`src/rtl/psd_pkg.sv`:
```
// Shared types, widths and codes for the polygon signed distance block.
package psd_pkg;

    localparam int COORD_BITS = 32;
    localparam int PROJ_BITS  = 32;
    localparam int DIFF_W     = COORD_BITS + 1;
    localparam int MUL_W      = COORD_BITS + 4;
    localparam int PROD_W     = 2 * MUL_W;
    localparam int ROOT_W     = MUL_W;
    localparam int H_W        = PROJ_BITS + 1;
    localparam int DIST_W     = COORD_BITS - 1;
    localparam int CNT_W      = 6;
    localparam int DIV_ITERS  = PROJ_BITS;
    localparam int SQ_ITERS   = ROOT_W;

    localparam logic [DIST_W-1:0] DIST_MAX = '1;

    // Multiplier operation codes, issued in order by the controller.
    localparam logic [3:0] MS_T0  = 4'd0;
    localparam logic [3:0] MS_T1  = 4'd1;
    localparam logic [3:0] MS_L0  = 4'd2;
    localparam logic [3:0] MS_L1  = 4'd3;
    localparam logic [3:0] MS_C1  = 4'd4;
    localparam logic [3:0] MS_C2  = 4'd5;
    localparam logic [3:0] MS_PX  = 4'd6;
    localparam logic [3:0] MS_PY  = 4'd7;
    localparam logic [3:0] MS_N0  = 4'd8;
    localparam logic [3:0] MS_N1  = 4'd9;

    typedef struct packed {
        logic signed [COORD_BITS-1:0] query_x;
        logic signed [COORD_BITS-1:0] query_y;
        logic signed [COORD_BITS-1:0] vertex_x;
        logic signed [COORD_BITS-1:0] vertex_y;
        logic                         first_vertex;
        logic                         last_vertex;
    } t_in;

    typedef struct packed {
        logic signed [COORD_BITS-1:0] signed_distance;
        logic                         is_inside;
        logic                         too_few_vertices;
    } t_out;

    typedef struct packed {
        logic       accept;
        logic       init;
        logic       load;
        logic       edge_sel;
        logic       mul_en;
        logic [3:0] mul_sel;
        logic       div_init;
        logic       div_step;
        logic       sq_init;
        logic       sq_step;
        logic       edge_end;
        logic       emit;
        logic       few;
    } t_cmd;

    typedef struct packed {
        logic div_needed;
        logic out_free;
    } t_status;

endpackage

```
`src/rtl/psd_ctrl.sv`:
```
// Controller state machine that sequences vertices, edges and results.
module psd_ctrl (
    input  logic             i_clk,
    input  logic             i_rst_n,
    input  logic             i_in_valid,
    input  psd_pkg::t_in     i_in_data,
    output logic             o_in_stall,
    input  psd_pkg::t_status i_status,
    output psd_pkg::t_cmd    o_cmd
);

    localparam logic [3:0] S_IDLE     = 4'd0;
    localparam logic [3:0] S_LOAD     = 4'd1;
    localparam logic [3:0] S_MUL_A    = 4'd2;
    localparam logic [3:0] S_DIV_INIT = 4'd3;
    localparam logic [3:0] S_DIV      = 4'd4;
    localparam logic [3:0] S_MUL_B    = 4'd5;
    localparam logic [3:0] S_SQ_INIT  = 4'd6;
    localparam logic [3:0] S_SQ       = 4'd7;
    localparam logic [3:0] S_EDGE_END = 4'd8;
    localparam logic [3:0] S_EMIT     = 4'd9;

    logic [3:0]                 r_state, n_state;
    logic [psd_pkg::CNT_W-1:0]  r_cnt, n_cnt;
    logic [1:0]                 r_seen, n_seen;
    logic                       r_phase, n_phase;
    logic                       r_last, n_last;
    logic                       r_few, n_few;

    assign o_in_stall = (r_state != S_IDLE);

    // Next state and command decode.
    always_comb begin
        n_state = r_state;
        n_cnt   = r_cnt;
        n_seen  = r_seen;
        n_phase = r_phase;
        n_last  = r_last;
        n_few   = r_few;
        o_cmd   = '0;
        o_cmd.edge_sel = r_phase;
        o_cmd.few      = r_few;
        o_cmd.mul_sel  = r_cnt[3:0];
        case (r_state)
            S_IDLE: begin
                if (i_in_valid) begin
                    o_cmd.accept = 1'b1;
                    n_last = i_in_data.last_vertex;
                    if (i_in_data.first_vertex || r_seen == 2'd0) begin
                        o_cmd.init = 1'b1;
                        n_seen = 2'd1;
                        if (i_in_data.last_vertex) begin
                            n_few   = 1'b1;
                            n_state = S_EMIT;
                        end
                    end else begin
                        if (r_seen != 2'd3) begin
                            n_seen = r_seen + 2'd1;
                        end
                        n_phase = 1'b0;
                        n_state = S_LOAD;
                    end
                end
            end
            S_LOAD: begin
                o_cmd.load = 1'b1;
                n_cnt   = '0;
                n_state = S_MUL_A;
            end
            S_MUL_A: begin
                o_cmd.mul_en = 1'b1;
                n_cnt = r_cnt + 1'b1;
                if (r_cnt[3:0] == psd_pkg::MS_C2) begin
                    n_state = S_DIV_INIT;
                end
            end
            S_DIV_INIT: begin
                o_cmd.div_init = 1'b1;
                n_cnt = '0;
                if (i_status.div_needed) begin
                    n_state = S_DIV;
                end else begin
                    n_cnt   = psd_pkg::CNT_W'(psd_pkg::MS_PX);
                    n_state = S_MUL_B;
                end
            end
            S_DIV: begin
                o_cmd.div_step = 1'b1;
                n_cnt = r_cnt + 1'b1;
                if (r_cnt == psd_pkg::CNT_W'(psd_pkg::DIV_ITERS - 1)) begin
                    n_cnt   = psd_pkg::CNT_W'(psd_pkg::MS_PX);
                    n_state = S_MUL_B;
                end
            end
            S_MUL_B: begin
                o_cmd.mul_en = 1'b1;
                n_cnt = r_cnt + 1'b1;
                if (r_cnt[3:0] == psd_pkg::MS_N1) begin
                    n_state = S_SQ_INIT;
                end
            end
            S_SQ_INIT: begin
                o_cmd.sq_init = 1'b1;
                n_cnt   = '0;
                n_state = S_SQ;
            end
            S_SQ: begin
                o_cmd.sq_step = 1'b1;
                n_cnt = r_cnt + 1'b1;
                if (r_cnt == psd_pkg::CNT_W'(psd_pkg::SQ_ITERS - 1)) begin
                    n_state = S_EDGE_END;
                end
            end
            S_EDGE_END: begin
                o_cmd.edge_end = 1'b1;
                if (r_phase) begin
                    n_few   = 1'b0;
                    n_state = S_EMIT;
                end else if (r_last) begin
                    if (r_seen == 2'd3) begin
                        n_phase = 1'b1;
                        n_state = S_LOAD;
                    end else begin
                        n_few   = 1'b1;
                        n_state = S_EMIT;
                    end
                end else begin
                    n_state = S_IDLE;
                end
            end
            S_EMIT: begin
                if (i_status.out_free) begin
                    o_cmd.emit = 1'b1;
                    n_seen  = 2'd0;
                    n_state = S_IDLE;
                end
            end
            default: begin
                n_state = S_IDLE;
            end
        endcase
    end

    // Control registers.
    always_ff @(posedge i_clk) begin
        if (!i_rst_n) begin
            r_state <= S_IDLE;
            r_cnt   <= '0;
            r_seen  <= 2'd0;
            r_phase <= 1'b0;
            r_last  <= 1'b0;
            r_few   <= 1'b0;
        end else begin
            r_state <= n_state;
            r_cnt   <= n_cnt;
            r_seen  <= n_seen;
            r_phase <= n_phase;
            r_last  <= n_last;
            r_few   <= n_few;
        end
    end

endmodule

```
`config.mk`:
```
export PLATFORM = sky130hd
export DESIGN_NAME = psd_ctrl
export DESIGN_NICKNAME = d
export VERILOG_FILES = /design/src/rtl/psd_pkg.sv /design/src/rtl/psd_ctrl.sv
export SDC_FILE = /design/constraint.sdc
export NUM_CORES = 1
export LEC_CHECK = 0
export BUFFER_PORTS_ARGS = -buffer_cell sky130_fd_sc_hd__buf_4
export CAP_MARGIN = 20
export CORE_ASPECT_RATIO = 0.75
export CORE_MARGIN = 3
export CORE_UTILIZATION = 29
export CTS_BUF_LIST = sky130_fd_sc_hd__clkbuf_16
export DETAILED_ROUTE_END_ITERATION = 8
export GPL_TIMING_DRIVEN = 0
export PLACE_DENSITY = 0.75
export RECOVER_POWER = 25
export SYNTH_ARGS = -nofsm -noshare
export SYNTH_HDL_FRONTEND = slang
export SYNTH_SLANG_ARGS = --single-unit
export TNS_END_PERCENT = 100
```
`constraint.sdc`:
```
create_clock -name i_clk -period 1.6 [get_ports i_clk]
set_input_delay 0 -clock i_clk [delete_from_list [all_inputs] [get_ports i_clk]]
set_output_delay 0 -clock i_clk [all_outputs]
set_load 0.005 [all_outputs]
```
**Word level (Yosys, flattened, before mapping)**

Index checks and enable logic that the tools add are counted.

- Flip-flop bits (word level): 15
- Input port bits: 135
- Output and inout bits: 17
- Word-level logic and storage cells: 97

- Equality and inequality tests: 28
- Reduce and logical (&&, ||, !) cells: 15
- $add $sub $neg: 2
- Multiplexer cells: 46

Operators by type and width:

| cell | number |
|---|---|
| $mux W4 | 11 |
| $pmux W4 S10 | 1 |
| $pmux W6 S4 | 1 |
| $mux W1 | 22 |
| $eq A4 B3 Y1 const B | 5 |
| $ne A2 B2 Y1 const B | 10 |
| $eq A4 B4 Y1 const B | 3 |
| $mux W2 | 6 |
| $ne A3 B3 Y1 const B | 4 |
| $eq A4 B2 Y1 const B | 2 |
| $reduce_bool A4 Y1 | 2 |
| $reduce_and A7 Y1 | 1 |
| $add A6 B1 Y6 const B | 1 |
| $eq A6 B5 Y1 const B | 1 |
| $eq A6 B6 Y1 const B | 1 |
| $mux W6 | 1 |
| $reduce_and A6 Y1 | 1 |
| $eq A4 B1 Y1 const B | 1 |
| $logic_not A4 Y1 | 1 |
| $pmux W1 S2 | 2 |
| $pmux W2 S2 | 1 |
| $reduce_and A4 Y1 | 1 |
| $reduce_bool A2 Y1 | 2 |
| $reduce_or A2 Y1 | 2 |
| other kinds (8) | 8 |

**Depth between registers and ports, before layout**

Gate-level depths: netlist of the first run.

- Word-level depth: 5
- Depth in mapped cells: 7
- Gate-level depth less buffers: 7

**Worst setup path after synthesis of the first run**

OpenSTA, ideal clock, no wires.

- Path type: reg2reg
- Start point: register r_cnt[0] (netlist bit)
- End point: register r_cnt[5] (netlist bit)
- Path buffers: 0
- Stages on the path, launching flop included: 7
- Library setup time: 0.116 ns
- Required time: 1.484 ns
- Slack: -0.088 ns
- Period minus slack after synthesis: 1.688 ns
- Data arrival time: 1.572 ns
- Cells stage by stage: dfxtp_1 > ha_1 > nand2_1 > or3_1 > a31oi_1 > nor4_1 > o211a_1

- Word-level cells in the longest chain between the ends: 3
- Elaborated cells between the ends (all ways): 4
- Classes of those cells: 1 x add/sub; 1 x eq/ne; 2 x mux

RTL lines:

| item | RTL line | source |
|---|---|---|
| start: declaration | psd_ctrl.sv:24 | `logic [psd_pkg::CNT_W-1:0] r_cnt, n_cnt;` |
| start signal: assignment | psd_ctrl.sv:155 | `r_cnt <= n_cnt;` |
| $add A6 B1 Y6 or $eq A6 B5 Y1 (tied branches) | -- |  |
| $mux W6 | psd_ctrl.sv:90 | `if (r_cnt == psd_pkg::CNT_W'(psd_pkg::DIV_ITERS - 1)) begin` |
| $pmux W6 S4 * | psd_ctrl.sv:44 | `case (r_state)` |

Mark *: on every way between the ends. The rest lies on a longest branch, timed or not.
A chain may end at the register's enable or synchronous reset.

**Final worst setup path of the first run**

- Start point: register r_state[2]
- End point: register r_state[3]

- Word-level cells in the longest chain between the ends: 3
- Elaborated cells between the ends (all ways): 19
- Classes of those cells: 16 x eq/ne; 1 x mux; 2 x reduce/logical

RTL lines:

| item | RTL line | source |
|---|---|---|
| start: declaration | psd_ctrl.sv:23 | `logic [3:0] r_state, n_state;` |
| start signal: assignment | psd_ctrl.sv:154 | `r_state <= n_state;` |
| $eq A4 B3 Y1, or another cell as far along | psd_ctrl.sv:44 |  |
| $ne A2 B2 Y1 (no source line) or $ne A3 B3 Y1 (tied branches) | -- |  |
| $reduce_and A7 Y1 (no source line) | -- |  |

Several ways; a longest one is shown, not always the timed one.

==> results of run 1 <==
routing by layer:
metal	vias to the layer above	track usage, %	wire length [um]
li1	649	-	-
met1	615	21.1	1680
met2	47	18.7	1720
met3	2	4.09	247
met4	0	2.21	10
met5	-	0	0
power breakdown:
group          internal (mW)  switching, mW  total (mW)
combinational           1.02           1.05        2.07
clock                  0.331          0.152       0.483
sequential             0.508          0.157       0.665
area by class of cell:
| type | instances | area (um2) |
|---|---|---|
| Timing Repair Buffer | 39 | 309 |
| Clock buffer | 3 | 75.1 |
| Buffer | 14 | 111 |
| Inverter | 11 | 41.3 |
| Tap cell | 52 | 65.1 |
| Multi-Input combinational cell | 119 | 863 |
| Fill cell | 347 | 1990 |
| Sequential cell | 15 | 317 |
| Clock inverter | 1 | 3.75 |
critical path, stage by stage, from the launching register on:
cell and delay (ns):
sky130_fd_sc_hd__dfxtp_2 0.36, sky130_fd_sc_hd__or3b_4 0.45, sky130_fd_sc_hd__a21oi_4 0.15, sky130_fd_sc_hd__a221o_2 0.24
sky130_fd_sc_hd__a21oi_4 0.06, sky130_fd_sc_hd__a32o_1 0.25
state kept, by name, summed over array words and instances, names as in the netlist:
name and count:
r_state 4, r_phase 1, r_last 1, r_few 1
r_cnt 6, r_seen 2
cell usage in the layout, fill, tap and decap left out, drive strengths merged:
cell / n
a21oi: 14
xnor2: 2
mux2i: 1
inv: 12
a32o: 1
a221oi: 1
nand3b: 1
buf: 46
nor2: 15
ha: 4
or2: 3
nor3b: 1
o31ai: 1
nor4: 1
a221o: 1
o211a: 1
or3: 4
a211oi: 2
clkbuf: 10
nand2b: 2
o31a: 1
or3b: 1
o32ai: 1
nor4b: 3
and4bb: 1
nand3: 5
and2: 2
dfxtp: 15
nor3: 4
o211ai: 4
a21o: 1
nand4b: 1
a31oi: 4
a211o: 1
nand2: 17
and3b: 1
o21a: 2
o21ai: 15
logic make-up after synthesis:
logic type | count (synthesis) | synth area share [%]
adder cells (fa/ha/maj) | 4 | 4.27
buffers and inverters | 26 | 11.4
flip-flops | 15 | 25.6
AND/OR/NAND/NOR | 62 | 29.1
multiplexers | 1 | 0.854
AO/OA/AOI/OAI | 50 | 27.2
XOR/XNOR | 2 | 1.49
through the flow:
| step | setup TNS [ns] | hold slack, ns | setup slack, ns | util (%) |
|---|---|---|---|---|
| final | -0.0336 | 0.0462 | -0.0212 | 47.2 |
| after global routing | -0.299 | 0.0698 | -0.0726 | 47.2 |
| after CTS | -0.0170 | 0.0425 | -0.0170 | 44.1 |
| after detailed placement | -1.20 | 0.296 | -0.239 | 38.0 |
| after global placement | -1.04 | 0.293 | -0.214 | 38.0 |
| after floorplan | 0 | 0.123 | 0.0321 | - |
worst paths after layout:
path | start | slack (ns) | cells past startpoint | endpoint
max | r_state[2] | -0.02 | 5 | r_state[3]
min reg2reg | r_seen[0] | 0.48 | 2 | r_seen[0]
max reg2reg | r_state[2] | -0.02 | 5 | r_state[3]
min | i_in_data[0] | 0.05 | 3 | r_last
timing repair:
| action | 4_1_cts | 5_1_grt |
|---|---|---|
| setup endpoints to repair | 11 | 19 |
| resized for setup | 16 | 27 |
| buffers inserted | 9 | 7 |
| pin swaps | 10 | 10 |
==> flow_results.xml, run 1 <==
<?xml version="1.0" encoding="UTF-8"?>
<metrics>
  <group name="placement">
    <metric name="dp.final_hpwl" unit="um">2370</metric>
    <metric name="placedCellCount" unit="">235</metric>
    <metric name="place.port_buffers" unit="">23</metric>
    <metric name="postPlaceCellArea" unit="um2">1440</metric>
    <metric name="globalplace.congestion" unit="">0.817</metric>
  </group>
  <group name="clock_tree">
    <metric name="holdBufCountCts" unit="">0</metric>
    <metric name="clk-insertion-delay-late" unit="ns">0.24</metric>
    <metric name="cts-root-to-sink-buffers" unit="">2</metric>
    <metric name="clk_root_buf" unit="">sky130_fd_sc_hd__clkbuf_16</metric>
    <metric name="cts-htree-levels" unit="">1</metric>
    <metric name="cts.reportedPaths.clkPinSlew" unit="ns">0.05</metric>
    <metric name="cts_buffers" unit="">3</metric>
    <metric name="clock_tree_from_tritoncts" unit="">done</metric>
    <metric name="cts.sink_count" unit="">15</metric>
  </group>
  <group name="run_status">
    <metric name="status" unit="">finished with violations</metric>
    <metric name="violated_checks" unit="">negative setup slack</metric>
  </group>
  <group name="critical_path">
    <metric name="critical_path_data_arrival_time" unit="ns">1.76</metric>
    <metric name="crit_end_element" unit="">register</metric>
    <metric name="startpoint_type" unit="">register</metric>
    <metric name="path_class" unit="">register to register</metric>
    <metric name="timing.critical_path.fanout_max" unit="">7</metric>
    <metric name="crit_required" unit="ns">1.74</metric>
  </group>
  <group name="sta">
    <metric name="setup_violations" unit="">2</metric>
    <metric name="min_period_over_period" unit="%">101</metric>
    <metric name="finalClockSkew" unit="ns">0.000683</metric>
    <metric name="slew_headroom" unit="%">69.6</metric>
    <metric name="maximum_achievable_frequency" unit="MHz">617</metric>
    <metric name="worst-slew-pin-transition" unit="ns">0.456</metric>
    <metric name="drv_slew" unit="">0</metric>
    <metric name="hold_viol_final" unit="">0</metric>
    <metric name="grt_setup_unrepaired" unit="">yes</metric>
    <metric name="setup_ws" unit="ns">-0.0212</metric>
    <metric name="post-route-min-period" unit="ns">1.62</metric>
  </group>
  <group name="cells_and_area">
    <metric name="stdcell_count" unit="">254</metric>
    <metric name="final_net_count" unit="">342</metric>
    <metric name="post-route-cell-area" unit="um2">1790</metric>
    <metric name="antenna-diode-count" unit="">0</metric>
    <metric name="area_delta_synth_final" unit="%">52.3</metric>
    <metric name="drive_above_1_share" unit="%">43.1</metric>
  </group>
  <group name="grt">
    <metric name="grt_util_overall" unit="%">13.7</metric>
    <metric name="first_global_vias" unit="">1032</metric>
    <metric name="largest_net_degree_at_the_start_of_global_routing" unit="">11</metric>
    <metric name="grt_antenna_before_repair" unit="">0</metric>
    <metric name="grt-ovfl-total" unit="">0</metric>
    <metric name="grt_first_pass_wirelength" unit="um">5060</metric>
  </group>
  <group name="yosys">
    <metric name="synth-edff-count" unit="">0</metric>
    <metric name="ys_top_cells_by_area" unit="">sky130_fd_sc_hd__dfxtp_1 (26%), sky130_fd_sc_hd__o21ai_0 (6.4%), sky130_fd_sc_hd__nand2_1 (5.4%)</metric>
    <metric name="synth_top_area_cell" unit="">sky130_fd_sc_hd__dfxtp_1</metric>
    <metric name="mappedNetlistNets" unit="">299</metric>
    <metric name="syn-instance-count" unit="">160</metric>
    <metric name="ys_seq_area_share" unit="%">25.6</metric>
    <metric name="count_of_state_elements_after_synthesis" unit="">15</metric>
    <metric name="syn_avg_cell_area" unit="um2">7.33</metric>
    <metric name="cell_variety_after_synth" unit="">45</metric>
    <metric name="synth.cell_area" unit="um2">1170</metric>
    <metric name="ys_warn_count" unit="">0</metric>
    <metric name="dominantRegCellSynth" unit="">sky130_fd_sc_hd__dfxtp_1</metric>
    <metric name="synthArstFlopShare" unit="%">0</metric>
    <metric name="yosysMostFrequentCell" unit="">sky130_fd_sc_hd__nand2_1</metric>
    <metric name="synth.top_cells.by_count" unit="">sky130_fd_sc_hd__nand2_1 (17), sky130_fd_sc_hd__dfxtp_1 (15), sky130_fd_sc_hd__nor2_1 (15), sky130_fd_sc_hd__o21ai_0 (15), sky130_fd_sc_hd__a21oi_1 (12)</metric>
    <metric name="synth_top_area_share" unit="%">25.6</metric>
  </group>
  <group name="power_and_ir_drop">
    <metric name="p_leak" unit="nW">0.746</metric>
    <metric name="p_per_area" unit="nW/um2">1800</metric>
    <metric name="worst_ir_drop_vdd" unit="V">0.00111</metric>
    <metric name="overall_power" unit="mW">3.22</metric>
  </group>
  <group name="floorplanning">
    <metric name="die_w" unit="um">79.4</metric>
    <metric name="core.rowCount" unit="">19</metric>
    <metric name="io_pins" unit="">152</metric>
    <metric name="design.core.area" unit="um2">3780</metric>
    <metric name="dieHeight" unit="um">61.1</metric>
    <metric name="floorplan.die_area" unit="um2">4850</metric>
    <metric name="effective_utilization_at_floorplan" unit="%">31.0</metric>
  </group>
  <group name="drt">
    <metric name="initialDrtViolationCount" unit="">128</metric>
    <metric name="ant_nets" unit="">0</metric>
    <metric name="drc" unit="">0</metric>
    <metric name="vias_per_cell" unit="">5.17</metric>
    <metric name="via_count" unit="">1313</metric>
    <metric name="wl" unit="um">3660</metric>
    <metric name="wire_per_inst" unit="um">14.4</metric>
    <metric name="detailedRoute.firstPassIterationCount" unit="">4</metric>
  </group>
  <group name="flow_run">
    <metric name="drv.max_cap_violation_count" unit="">0</metric>
  </group>
  <group name="min_path">
    <metric name="class_of_the_tightest_hold_or_removal_check" unit="">primary input to register</metric>
  </group>
</metrics>
Note: power is estimated with default switching activity, not from simulation.
==> inputs of run 2 (changes only) <==
- HOLD_SLACK_MARGIN: unset -> 0.03
- MAX_ROUTING_LAYER: unset -> met4
==> run 2 against run 1 <==
Compared with the run above:
- the run still ends with negative setup slack left
- register-to-register slack got worse by 0.02 ns
- core utilization shrank 0.30 points
- setup slack worse by 0.016 ns
- critical path depth is 1 higher
- design area decreased by 0.63%
- combinational power hardly changed
- sequential cell count unchanged
- die area is the same
- via count fell by 0.69%
- critical endpoint is now r_state[0]
- clock-buffer cell count did not move
- largest power group unchanged
- sequential share of layout area rose by 0.11 points
- fmax shrank 1.0%
==> flow_results.xml, run 2 (synthesized netlist as in run 1, its figures left out) <==
<?xml version="1.0" encoding="UTF-8"?>
<metrics>
  <group name="run_status">
    <metric name="status" unit="">finished with violations</metric>
    <metric name="violated_checks" unit="">negative setup slack</metric>
  </group>
  <group name="flow_run">
    <metric name="drv.max_cap_violation_count" unit="">0</metric>
  </group>
  <group name="critical_path">
    <metric name="worstPathCellList" unit="">buf_4 &gt; nand4b_1 &gt; a21oi_1 &gt; a221o_2 &gt; a21oi_4 &gt; mux2i_1</metric>
    <metric name="path_class" unit="">register to register</metric>
    <metric name="timing.reg2reg.worst_path_depth" unit="">6</metric>
    <metric name="critical_path_data_arrival_time" unit="ns">1.81</metric>
    <metric name="rr_endpoint" unit="">r_state[0]</metric>
    <metric name="crit_path_top_delay_cell" unit="">sky130_fd_sc_hd__dfxtp_1</metric>
    <metric name="timing.critical_path.buf_inv" unit="">1</metric>
    <metric name="crit_end_element" unit="">register</metric>
    <metric name="regToRegStartpoint" unit="">r_state[3]</metric>
    <metric name="startpoint_type" unit="">register</metric>
    <metric name="timing.critical_path.fanout_max" unit="">10</metric>
    <metric name="startpoint" unit="">r_state[3]</metric>
    <metric name="critical-path-top-delay-family" unit="">compound AO/OA/AOI/OAI gates</metric>
    <metric name="worst-r2r-setup-slack" unit="ns">-0.04</metric>
    <metric name="crit_required" unit="ns">1.78</metric>
    <metric name="crit_path_max_incr_delay" unit="ns">0.38</metric>
  </group>
  <group name="cells_and_area">
    <metric name="registers.top_by_ff_count" unit="">r_cnt</metric>
    <metric name="reg_top3" unit="">r_cnt: 6 flops, r_state: 4 flops, r_seen: 2 flops</metric>
    <metric name="drive_above_1_share" unit="%">42.1</metric>
    <metric name="most_common_cell_after_layout_fill_and_taps_aside" unit="">sky130_fd_sc_hd__buf_4</metric>
    <metric name="fill_cells" unit="">352</metric>
    <metric name="stdcell_count" unit="">254</metric>
    <metric name="area_delta_synth_final" unit="%">51.3</metric>
    <metric name="largest_reg_flops" unit="">6</metric>
    <metric name="most_used_cells_in_the_layout_excluding_fill_and_tap_cells" unit="">sky130_fd_sc_hd__buf_4 (42), sky130_fd_sc_hd__nand2_1 (15), sky130_fd_sc_hd__nor2_1 (14)</metric>
    <metric name="antenna-diode-count" unit="">0</metric>
    <metric name="final_net_count" unit="">342</metric>
  </group>
  <group name="drt">
    <metric name="vias_per_cell" unit="">5.13</metric>
    <metric name="ant_nets" unit="">0</metric>
    <metric name="via_count" unit="">1304</metric>
    <metric name="detailedRoute.firstPassIterationCount" unit="">4</metric>
    <metric name="initialDrtViolationCount" unit="">120</metric>
    <metric name="wire_per_inst" unit="um">14.3</metric>
    <metric name="wl" unit="um">3640</metric>
    <metric name="drc" unit="">0</metric>
  </group>
  <group name="sta">
    <metric name="worst-slew-pin-transition" unit="ns">0.475</metric>
    <metric name="post-route-min-period" unit="ns">1.64</metric>
    <metric name="drv_slew" unit="">0</metric>
    <metric name="hold_viol_final" unit="">0</metric>
    <metric name="tns" unit="ns">-0.0948</metric>
    <metric name="grt_setup_unrepaired" unit="">yes</metric>
    <metric name="maximum_achievable_frequency" unit="MHz">611</metric>
    <metric name="setup_ws" unit="ns">-0.0376</metric>
    <metric name="finalClockSkew" unit="ns">0.000666</metric>
    <metric name="min_period_over_period" unit="%">102</metric>
    <metric name="setup_violations" unit="">7</metric>
    <metric name="finalHoldWorstSlack" unit="ns">0.0466</metric>
    <metric name="slew_headroom" unit="%">68.3</metric>
  </group>
  <group name="placement">
    <metric name="placedCellCount" unit="">235</metric>
    <metric name="dp.final_hpwl" unit="um">2370</metric>
    <metric name="globalplace.congestion" unit="">0.829</metric>
    <metric name="pre_cts_ws" unit="ns">-0.239</metric>
    <metric name="place.port_buffers" unit="">23</metric>
  </group>
  <group name="clock_tree">
    <metric name="clk_root_buf" unit="">sky130_fd_sc_hd__clkbuf_16</metric>
    <metric name="clock_tree_from_tritoncts" unit="">done</metric>
    <metric name="clk-insertion-delay-late" unit="ns">0.24</metric>
    <metric name="cts.reportedPaths.clkPinSlew" unit="ns">0.05</metric>
    <metric name="cts-htree-levels" unit="">1</metric>
    <metric name="cts-root-to-sink-buffers" unit="">2</metric>
    <metric name="cts.sink_count" unit="">15</metric>
    <metric name="holdBufCountCts" unit="">0</metric>
    <metric name="cts_buffers" unit="">3</metric>
  </group>
  <group name="grt">
    <metric name="grt_antenna_before_repair" unit="">0</metric>
    <metric name="grt_util_overall" unit="%">14.1</metric>
    <metric name="first_global_vias" unit="">1032</metric>
    <metric name="grt-ovfl-total" unit="">0</metric>
    <metric name="largest_net_degree_at_the_start_of_global_routing" unit="">11</metric>
    <metric name="grt_first_pass_wirelength" unit="um">5060</metric>
  </group>
  <group name="min_path">
    <metric name="number_of_cells_traversed_by_the_worst_hold_path" unit="">3</metric>
    <metric name="class_of_the_tightest_hold_or_removal_check" unit="">primary input to register</metric>
    <metric name="hold-path-endpoint" unit="">r_last</metric>
    <metric name="min-delay-start" unit="">i_in_data[0]</metric>
  </group>
  <group name="floorplanning">
    <metric name="die_w" unit="um">79.4</metric>
    <metric name="design.core.area" unit="um2">3780</metric>
    <metric name="dieHeight" unit="um">61.1</metric>
    <metric name="core.rowCount" unit="">19</metric>
    <metric name="io_pins" unit="">152</metric>
    <metric name="effective_utilization_at_floorplan" unit="%">31.0</metric>
    <metric name="floorplan.die_area" unit="um2">4850</metric>
  </group>
  <group name="power_and_ir_drop">
    <metric name="p_leak" unit="nW">0.742</metric>
    <metric name="worst_ir_drop_vdd" unit="V">0.00105</metric>
    <metric name="p_per_area" unit="nW/um2">1790</metric>
  </group>
</metrics>
-- run 2: metal layers --
layer	global-route usage (%)	wire length, um	up-vias
li1	-	-	650
met1	21.1	1690	611
met2	18.7	1650	43
met3	4.09	291	0
met4	2.21	0	0
met5	-	0	-
-- run 2: power by group --
group | total, mW | switching, mW | internal (mW)
clock | 0.480 | 0.149 | 0.331
combinational | 2.04 | 1.03 | 1.01
sequential | 0.665 | 0.157 | 0.508
total | 3.18 | 1.33 | 1.85
-- run 2: what timing repair did --
action,4_1_cts,5_1_grt
resized for setup,16,23
pin swaps,10,11
setup buffers,9,7
endpoints found under the setup margin,11,19
-- run 2: worst register-to-register path, delay by kind of cell (launching register included) --
kind,cells,cell delay (ns)
DFF,1,0.38
muxes,1,0.18
and+or+nand+nor,1,0.20
AOI/OAI and AO/OA,3,0.60
buffers and inverters,1,0.21
-- run 2: area by class of cell --
class	count	area (um2)	area share (%)
plain buffers	14	106	5.99
clock buffers	3	75.1	4.23
clock inverters	1	3.75	0.212
inverters	11	41.3	2.33
multi-input cells	119	857	48.3
flip-flops and latches	15	317	17.8
well taps	52	65.1	3.67
repair buffers	39	309	17.4
-- run 2: worst max path at each step --
stage	cells past startpoint	end	slack, ns
detailed placement	7	r_seen[1]	-0.24
finish	6	r_state[0]	-0.04
global placement	7	r_seen[1]	-0.21
floorplan	6	r_state[3]	0.03
CTS	6	r_state[3]	-0.02
global route	6	r_state[0]	-0.09
-- run 2: stage by stage --
step | utilization [%] | power (mW) | cell area [um2]
3_5_place_dp | 38.0 | 2.20 | 1440
2_1_floorplan | - | 1.70 | 1200
6_report | 46.9 | 3.18 | 1770
3_3_place_gp | 38.0 | 2.18 | 1440
5_1_grt | 46.9 | 3.41 | 1770
4_1_cts | 44.1 | 2.99 | 1670
